### config.mk
export PLATFORM = sky130hd
export DESIGN_NAME = rtp_header_parser
export DESIGN_NICKNAME = d
export VERILOG_FILES = /design/src/rtl/rtph_pkg.sv /design/src/rtl/rtp_header_parser.sv /design/src/rtl/rtph_capture.sv /design/src/rtl/rtph_verdict.sv
export SDC_FILE = /design/constraint.sdc
export NUM_CORES = 1
export LEC_CHECK = 0
export ABC_AREA = 1
export BUFFER_PORTS_ARGS = -buffer_cell sky130_fd_sc_hd__buf_2
export CORE_ASPECT_RATIO = 0.5
export CORE_UTILIZATION = 45
export CTS_BUF_LIST = sky130_fd_sc_hd__clkbuf_16
export CTS_CLUSTER_DIAMETER = 120
export DETAILED_ROUTE_END_ITERATION = 12
export PLACE_DENSITY = 0.69
export SYNTH_ARGS = -nofsm -noshare
export SYNTH_HDL_FRONTEND = slang
export SYNTH_SLANG_ARGS = --single-unit
### constraint.sdc
create_clock -name clk -period 19.4 [get_ports clk]
set_input_delay 0.97 -clock clk [delete_from_list [all_inputs] [get_ports clk]]
set_output_delay 0.97 -clock clk [all_outputs]
set_load 0.1 [all_outputs]
### src/rtl/rtph_pkg.sv
// Shared types, constants and codes for the RTP header parser.
// No dependencies; used by every module under rtl.
package rtph_pkg;

    localparam int unsigned PAYLOAD_TYPE_W  = 7;
    localparam int unsigned MAX_PAYLOAD_W   = 14;
    localparam int unsigned CFG_DATA_W      = 14;
    localparam int unsigned CFG_INDEX_W     = 1;
    localparam int unsigned OFFSET_W        = 14;
    localparam int unsigned REASON_W        = 3;
    // Wide enough for the largest header: 12 + 15*4 + 4 + 65535*4
    localparam int unsigned VERDICT_W       = 19;

    localparam int unsigned DEF_MAX_PACKET_BYTES = 8192;

    localparam logic [PAYLOAD_TYPE_W-1:0] PAYLOAD_TYPE_RESET = 7'd111;
    localparam logic [MAX_PAYLOAD_W-1:0]  MAX_PAYLOAD_RESET  = 14'd4000;

    localparam logic [CFG_INDEX_W-1:0] CFG_PAYLOAD_TYPE = 1'd0;
    localparam logic [CFG_INDEX_W-1:0] CFG_MAX_PAYLOAD  = 1'd1;

    localparam logic [REASON_W-1:0] REASON_OK        = 3'd0;
    localparam logic [REASON_W-1:0] REASON_SHORT     = 3'd1;
    localparam logic [REASON_W-1:0] REASON_VERSION   = 3'd2;
    localparam logic [REASON_W-1:0] REASON_CSRC      = 3'd3;
    localparam logic [REASON_W-1:0] REASON_EXTENSION = 3'd4;
    localparam logic [REASON_W-1:0] REASON_PADDING   = 3'd5;
    localparam logic [REASON_W-1:0] REASON_SIZE      = 3'd6;
    localparam logic [REASON_W-1:0] REASON_TOO_LONG  = 3'd7;

    localparam logic [1:0] RTP_VERSION = 2'd2;
    localparam int unsigned FIXED_HDR_BYTES = 12;

    typedef struct packed {
        logic [7:0]  first_header_byte;
        logic        type_matches;
        logic [15:0] seq;
        logic [31:0] time_stamp;
        logic [31:0] source;
        logic [15:0] ext_words;
    } hdr_fields_t;

    typedef struct packed {
        logic                accepted;
        logic [REASON_W-1:0] reason;
        logic [31:0]         ssrc;
        logic [15:0]         seq;
        logic [31:0]         time_stamp;
        logic [OFFSET_W-1:0] offset;
        logic [OFFSET_W-1:0] length;
    } verdict_t;

endpackage

### src/rtl/rtp_header_parser.sv
// RTP header parser top level: configuration registers, input and result registers.
// Depends on rtph_pkg, rtph_capture and rtph_verdict.
//
// Takes an RTP packet one byte per transfer, last_byte marking the final byte,
// and gives one result transfer per packet: accepted with SSRC, sequence number,
// timestamp, payload offset and payload length, or a drop reason with those
// fields zero. A new byte is taken every cycle unless the input stalls; each byte
// passes from the input register through the header capture and, on the final
// byte, the checks into the result register, where the result is held and
// offered. The input stalls only while a final byte waits for an earlier result
// that is still held. Packets longer than MAX_PACKET_BYTES are
// counted to saturation and dropped as too long. Write payload_type (index 0)
// and max_payload (index 1) only between packets with no result outstanding.
module rtp_header_parser #(
    parameter int unsigned MAX_PACKET_BYTES = rtph_pkg::DEF_MAX_PACKET_BYTES
) (
    input  logic                               clk,
    input  logic                               rst_n,
    input  logic                               in_valid,
    output logic                               in_stall,
    input  logic [7:0]                         data_byte,
    input  logic                               last_byte,
    output logic                               out_valid,
    input  logic                               out_stall,
    output logic                               accepted,
    output logic [rtph_pkg::REASON_W-1:0]      drop_reason,
    output logic [31:0]                        ssrc,
    output logic [15:0]                        sequence_res,
    output logic [31:0]                        timestamp,
    output logic [rtph_pkg::OFFSET_W-1:0]      payload_offset,
    output logic [rtph_pkg::OFFSET_W-1:0]      payload_length,
    input  logic                               cfg_write,
    input  logic [rtph_pkg::CFG_INDEX_W-1:0]   cfg_index,
    input  logic [rtph_pkg::CFG_DATA_W-1:0]    cfg_data
);
    import rtph_pkg::*;

    localparam int unsigned CW = $clog2(MAX_PACKET_BYTES + 2);

    logic [PAYLOAD_TYPE_W-1:0] payload_type_reg;
    logic [MAX_PAYLOAD_W-1:0]  max_payload_reg;
    logic                      in_valid_reg;
    logic [7:0]                byte_reg;
    logic                      last_reg;
    logic                      out_valid_reg;
    verdict_t                  result_reg;
    logic                      advance;
    logic                      in_take;
    hdr_fields_t               fields_next;
    logic [CW-1:0]             count_next;
    verdict_t                  verdict;

    assign advance  = in_valid_reg && (!last_reg || !out_valid_reg || !out_stall);
    assign in_stall = in_valid_reg && !advance;
    assign in_take  = in_valid && !in_stall;

    always_ff @(posedge clk or negedge rst_n)
    begin
        if (!rst_n)
        begin
            payload_type_reg <= PAYLOAD_TYPE_RESET;
            max_payload_reg  <= MAX_PAYLOAD_RESET;
        end
        else if (cfg_write)
        begin
            case (cfg_index)
                CFG_PAYLOAD_TYPE: payload_type_reg <= cfg_data[PAYLOAD_TYPE_W-1:0];
                CFG_MAX_PAYLOAD:  max_payload_reg  <= cfg_data[MAX_PAYLOAD_W-1:0];
                default:          max_payload_reg  <= max_payload_reg;
            endcase
        end
    end

    // Hold the input byte until the capture stage takes it
    always_ff @(posedge clk or negedge rst_n)
    begin
        if (!rst_n)
        begin
            in_valid_reg <= 1'b0;
        end
        else if (in_take)
        begin
            in_valid_reg <= 1'b1;
        end
        else if (advance)
        begin
            in_valid_reg <= 1'b0;
        end
    end

    always_ff @(posedge clk)
    begin
        if (in_take)
        begin
            byte_reg <= data_byte;
            last_reg <= last_byte;
        end
    end

    rtph_capture #(
        .MAX_PACKET_BYTES (MAX_PACKET_BYTES),
        .CW               (CW)
    ) u_capture (
        .clk          (clk),
        .rst_n        (rst_n),
        .step         (advance),
        .data_byte    (byte_reg),
        .last_byte    (last_reg),
        .payload_type (payload_type_reg),
        .fields_next  (fields_next),
        .count_next   (count_next)
    );

    rtph_verdict #(
        .MAX_PACKET_BYTES (MAX_PACKET_BYTES),
        .CW               (CW)
    ) u_verdict (
        .fields      (fields_next),
        .count       (count_next),
        .pad         (byte_reg),
        .max_payload (max_payload_reg),
        .verdict     (verdict)
    );

    // Hold the verdict until the downstream transfer completes
    always_ff @(posedge clk or negedge rst_n)
    begin
        if (!rst_n)
        begin
            out_valid_reg <= 1'b0;
        end
        else if (advance && last_reg)
        begin
            out_valid_reg <= 1'b1;
        end
        else if (!out_stall)
        begin
            out_valid_reg <= 1'b0;
        end
    end

    always_ff @(posedge clk)
    begin
        if (advance && last_reg)
        begin
            result_reg <= verdict;
        end
    end

    assign out_valid      = out_valid_reg;
    assign accepted       = result_reg.accepted;
    assign drop_reason    = result_reg.reason;
    assign ssrc           = result_reg.ssrc;
    assign sequence_res   = result_reg.seq;
    assign timestamp      = result_reg.time_stamp;
    assign payload_offset = result_reg.offset;
    assign payload_length = result_reg.length;

endmodule

### src/rtl/rtph_capture.sv
// Per-packet header capture: byte counter and fixed/extension header fields.
// Depends on rtph_pkg.
module rtph_capture #(
    parameter int unsigned MAX_PACKET_BYTES = rtph_pkg::DEF_MAX_PACKET_BYTES,
    parameter int unsigned CW = $clog2(MAX_PACKET_BYTES + 2)
) (
    input  logic                                  clk,
    input  logic                                  rst_n,
    input  logic                                  step,
    input  logic [7:0]                            data_byte,
    input  logic                                  last_byte,
    input  logic [rtph_pkg::PAYLOAD_TYPE_W-1:0]   payload_type,
    output rtph_pkg::hdr_fields_t                 fields_next,
    output logic [CW-1:0]                         count_next
);
    import rtph_pkg::*;

    hdr_fields_t           fields_reg;
    logic [CW-1:0]         count_reg;
    logic [VERDICT_W-1:0]  hdr_base;
    logic                  ext_hi;
    logic                  ext_lo;

    always_comb
    begin
        hdr_base = VERDICT_W'(FIXED_HDR_BYTES)
                 + {{(VERDICT_W-6){1'b0}}, fields_reg.first_header_byte[3:0], 2'b00};
        ext_hi = (count_reg >= CW'(2)) && fields_reg.first_header_byte[4]
               && (VERDICT_W'(count_reg) == hdr_base + VERDICT_W'(2));
        ext_lo = (count_reg >= CW'(2)) && fields_reg.first_header_byte[4]
               && (VERDICT_W'(count_reg) == hdr_base + VERDICT_W'(3));

        fields_next = fields_reg;
        if (count_reg == CW'(0))
        begin
            fields_next.first_header_byte = data_byte;
        end
        else if (count_reg == CW'(1))
        begin
            fields_next.type_matches = (data_byte[6:0] == payload_type);
        end
        else if (count_reg < CW'(4))
        begin
            fields_next.seq = {fields_reg.seq[7:0], data_byte};
        end
        else if (count_reg < CW'(8))
        begin
            fields_next.time_stamp = {fields_reg.time_stamp[23:0], data_byte};
        end
        else if (count_reg < CW'(12))
        begin
            fields_next.source = {fields_reg.source[23:0], data_byte};
        end

        if (ext_hi)
        begin
            fields_next.ext_words = {data_byte, fields_reg.ext_words[7:0]};
        end
        else if (ext_lo)
        begin
            fields_next.ext_words = {fields_reg.ext_words[15:8], data_byte};
        end

        if (count_reg < CW'(MAX_PACKET_BYTES + 1))
        begin
            count_next = count_reg + CW'(1);
        end
        else
        begin
            count_next = count_reg;
        end
    end

    always_ff @(posedge clk or negedge rst_n)
    begin
        if (!rst_n)
        begin
            fields_reg <= '0;
            count_reg  <= '0;
        end
        else if (step)
        begin
            if (last_byte)
            begin
                fields_reg <= '0;
                count_reg  <= '0;
            end
            else
            begin
                fields_reg <= fields_next;
                count_reg  <= count_next;
            end
        end
    end

endmodule

### src/rtl/rtph_verdict.sv
// End-of-packet checks: drop reason, payload offset and payload length.
// Depends on rtph_pkg.
module rtph_verdict #(
    parameter int unsigned MAX_PACKET_BYTES = rtph_pkg::DEF_MAX_PACKET_BYTES,
    parameter int unsigned CW = $clog2(MAX_PACKET_BYTES + 2)
) (
    input  rtph_pkg::hdr_fields_t                fields,
    input  logic [CW-1:0]                        count,
    input  logic [7:0]                           pad,
    input  logic [rtph_pkg::MAX_PAYLOAD_W-1:0]   max_payload,
    output rtph_pkg::verdict_t                   verdict
);
    import rtph_pkg::*;

    logic [VERDICT_W-1:0] len;
    logic [VERDICT_W-1:0] hdr_base;
    logic [VERDICT_W-1:0] hdr_ext;
    logic [VERDICT_W-1:0] hdr;
    logic [VERDICT_W-1:0] size;
    logic [VERDICT_W-1:0] size_net;
    logic [VERDICT_W-1:0] pad_w;
    logic                 has_ext;
    logic                 has_pad;
    logic [REASON_W-1:0]  reason;

    always_comb
    begin
        len      = VERDICT_W'(count);
        pad_w    = VERDICT_W'(pad);
        has_ext  = fields.first_header_byte[4];
        has_pad  = fields.first_header_byte[5];
        hdr_base = VERDICT_W'(FIXED_HDR_BYTES)
                 + {{(VERDICT_W-6){1'b0}}, fields.first_header_byte[3:0], 2'b00};
        hdr_ext  = hdr_base + VERDICT_W'(4) + {1'b0, fields.ext_words, 2'b00};
        hdr      = has_ext ? hdr_ext : hdr_base;
        size     = len - hdr;
        size_net = has_pad ? size - pad_w : size;

        if (len > VERDICT_W'(MAX_PACKET_BYTES))
        begin
            reason = REASON_TOO_LONG;
        end
        else if (len < VERDICT_W'(FIXED_HDR_BYTES))
        begin
            reason = REASON_SHORT;
        end
        else if (fields.first_header_byte[7:6] != RTP_VERSION || !fields.type_matches)
        begin
            reason = REASON_VERSION;
        end
        else if (len < hdr_base)
        begin
            reason = REASON_CSRC;
        end
        else if (has_ext && (len < hdr_base + VERDICT_W'(4) || len < hdr_ext))
        begin
            reason = REASON_EXTENSION;
        end
        else if (has_pad && (size == '0 || pad_w == '0 || pad_w > size))
        begin
            reason = REASON_PADDING;
        end
        else if (size_net == '0 || size_net > VERDICT_W'(max_payload))
        begin
            reason = REASON_SIZE;
        end
        else
        begin
            reason = REASON_OK;
        end

        verdict.accepted   = (reason == REASON_OK);
        verdict.reason     = reason;
        verdict.ssrc       = verdict.accepted ? fields.source : '0;
        verdict.seq        = verdict.accepted ? fields.seq : '0;
        verdict.time_stamp = verdict.accepted ? fields.time_stamp : '0;
        verdict.offset     = verdict.accepted ? hdr[OFFSET_W-1:0] : '0;
        verdict.length     = verdict.accepted ? size_net[OFFSET_W-1:0] : '0;
    end

endmodule
==> results.py <==
metrics = {
    "sta": {
        "max_clock_freq_ghz": 0.105,
        "maxSlewHeadroom": 0.258,
        "drv_slew": 0,
        "clock_skew_ns": 0.0199,
        "period_minus_slack_ns": 9.54,
        "tightest_slew_ns": 1.11,
        "hold-worst-slack_ns": 0.426,
        "setup_viol": 0,
        "worst_slack_ns": 9.86,
        "hold_viol": 0,
        "grt_setup_unrepaired": "false",
        "finalCritPeriodShare": 0.492,
        "setup_tns_ns": 0,
    },
    "layout": {
        "area_growth_pct": 12.0,
        "multi_input_area_sq_mm": 0.00628,
        "ff_latch_area_sq_mm": 0.00714,
        "layout_common_cells": "nand2_1, inv_1, nor2_1, o21ai_0, buf_2",
        "drive_above_1_share": 0.156,
        "num_antenna_cells": 0,
        "fillers": 3026,
        "nets": 1977,
        "final_common_cell": "nand2_1",
        "final_area_sq_mm": 0.0166,
        "largest_reg_flops": 105,
    },
    "critical_path": {
        "cpLargestDelayFamily": "simple AND/OR/NAND/NOR gates",
        "rr_startpoint": "u_capture.count_reg[1]$_DFFE_PN0P_",
        "crit_top_cell": "nand2_1",
        "setup.worst_path.end": "sequence_res[2]$_SDFFCE_PP0P_",
        "slowest_stage": "buf_4",
        "critPathRequiredTime_ns": 19.67,
        "worstPathArrival_ns": 9.81,
        "worst-path-buf-inv": 7,
        "ff2ff_path_depth": 53,
        "end_kind": "flip-flop",
        "critical_path.startpoint": "u_capture.count_reg[1]$_DFFE_PN0P_",
        "cp_slowest_stage_delay_ns": 0.85,
        "crit_type": "reg2reg",
        "cp-start-kind": "flip-flop",
        "r2r_slack_ns": 9.86,
        "path_max_fanout": 81,
        "worstSetupPathDepth": 53,
        "r2r_end": "sequence_res[2]$_SDFFCE_PP0P_",
    },
    "drt": {
        "avgViaCountPerCell": 5.22,
        "first_pass_iters": 5,
        "detail-route-antenna-nets": 0,
        "drt-initial-drc-count": 1005,
        "routed_wl_mm": 38.5,
        "vias": 12100,
        "drc_errors": 0,
        "detail_route.wl_per_cell_um": 16.5,
    },
    "grt": {
        "grt_pass1_wl_mm": 61.1,
        "grt_overflow": 0,
        "grt_max_degree": 90,
        "grt_usage": 0.229,
        "antenna_found_initial": 0,
        "grt_pass1_vias": 11400,
    },
    "synthesis": {
        "yosysSeqAreaShare": 0.482,
        "synth_top_cell_area_share": 0.241,
        "syn_area_sq_mm": 0.0148,
        "syn_area_per_cell_sq_um": 8.38,
        "synth_area_leaders": "edfxtp_1, dfrtp_1, nand2_1",
        "ys.warnings.count": 0,
        "ys_types": 55,
        "synthCells": 1766,
        "yosys.area.top_type": "edfxtp_1",
        "ys_ff_latch": 261,
    },
    "floorplanning": {
        "initial_core_util": 0.463,
        "fp.coreArea_sq_mm": 0.0320,
        "io_pins": 143,
        "die_h_um": 130,
        "fp-row-count": 46,
        "fp.dieW_um": 258,
        "dieArea_sq_mm": 0.0337,
    },
    "cts": {
        "path_clk_slew_ns": 0.06,
        "cts_buffers": 25,
        "max-clock-path-buffers": 3,
        "cts_tree": "done",
        "cts_setup_buffers": 0,
        "post_cts_resized": 0,
        "holdBufCountCts": 0,
        "ctsRootBufferMaster": "clkbuf_16",
        "insertion_delay_ns": 0.56,
        "clkSinkCount": 261,
        "h-tree-depth": 1,
    },
    "placed_design": {
        "pre_cts_slack_ns": 9.97,
        "dpl.hpwl_mm": 27.4,
        "placed_area_sq_mm": 0.0158,
        "gp_congestion": 0.984,
        "port_buffers": 140,
    },
    "power": {
        "pwr_density_cell_mw_per_mm2": 111,
        "p_leak_nw": 7.76,
        "design_power_total_w": 0.00185,
        "vdd_drop_max_uv": 56.8,
    },
    "status": {
        "status": "finished, final reports clean",
    },
    "run": {
        "cap_viol_max_count": 0,
    },
    "min_path": {
        "hp-class": "in2async",
    },
}
[area by class of cell]
| cell class | count | share of cell area |
|---|---|---|
| sequential | 261 | 0.431 |
| multi-input combinational | 1153 | 0.378 |
| inverter | 288 | 0.0654 |
| timing repair buffer | 149 | 0.0467 |
| clock buffer | 25 | 0.0377 |
| tap | 432 | 0.0326 |
| clock inverter | 21 | 0.00853 |
[cells in the mapped netlist, drive strengths merged]
cell / count
dfstp: 12
o21a: 1
o311ai: 1
nand3: 73
fa: 3
o21ai: 159
buf: 19
o41ai: 1
o21bai: 3
edfxtp: 119
nand2: 390
or3: 1
inv: 288
xor2: 20
dfrtp: 130
o32ai: 1
a41oi: 1
nand4: 39
xnor2: 15
nor2: 196
a21oi: 40
a211oi: 1
or2: 6
o221ai: 1
ha: 67
o31ai: 1
conb: 2
o22ai: 97
and2: 1
nor4: 8
nand3b: 1
a2111oi: 1
a21o: 1
nor3: 17
clkbuf: 47
a31oi: 2
a21boi: 1
[metrics by stage]
stage	std cells	utilization
2_1_floorplan	1768	-
3_3_place_gp	2283	0.494
3_5_place_dp	2283	0.494
4_1_cts	2329	0.518
5_1_grt	2329	0.518
6_report	2329	0.518
[report_power, final]
| group | leakage, nW | internal [W] | switching (W) | total [W] |
|---|---|---|---|---|
| sequential | 3.05 | 0.000622 | 0.0000240 | 0.000646 |
| clock | 0.398 | 0.000251 | 0.000220 | 0.000470 |
| combinational | 4.31 | 0.000217 | 0.000513 | 0.000730 |
| total | 7.76 | 0.00109 | 0.000757 | 0.00185 |
[layer usage]
layer / part of all wire / vias up / GRT usage / wire (um)
met3: 0.061 / 44 / 0.0381 / 2360
met4: 0.018 / 0 / 0.0463 / 682
li1: - / 6034 / - / -
met5: 0 / - / 0 / 0
met2: 0.45 / 330 / 0.365 / 17400
met1: 0.47 / 5738 / 0.331 / 18100
[cell families (layout without fill, tap and decap cells)]
| kind of cell | after synthesis | count (layout) | synth area share |
|---|---|---|---|
| simple gates | 732 | 732 | 0.221 |
| buf+inv | 354 | 483 | 0.0946 |
| compound gates | 312 | 312 | 0.119 |
| flops | 261 | 261 | 0.482 |
| fa+ha+maj | 70 | 70 | 0.0607 |
| xor+xnor | 35 | 35 | 0.0212 |
| other cells | 2 | 4 | 0.000507 |
[worst min-delay path by stage]
stage | start | endpoint | slack [ns]
after CTS | rst_n | max_payload_reg[12]$_DFFE_PN0P_ | 0.45
after detailed placement | u_capture.fields_reg[41]$_DFFE_PN0P_ | u_capture.fields_reg[41]$_DFFE_PN0P_ | 0.48
final | rst_n | u_capture.fields_reg[0]$_DFFE_PN0P_ | 0.43
after global placement | u_capture.fields_reg[13]$_DFFE_PN0P_ | u_capture.fields_reg[13]$_DFFE_PN0P_ | 0.47
after global routing | rst_n | u_capture.fields_reg[4]$_DFFE_PN0P_ | 0.50
after floorplan | u_capture.fields_reg[0]$_DFFE_PN0P_ | u_capture.fields_reg[0]$_DFFE_PN0P_ | 0.45
No activity file was read; power rests on OpenSTA's default activity.
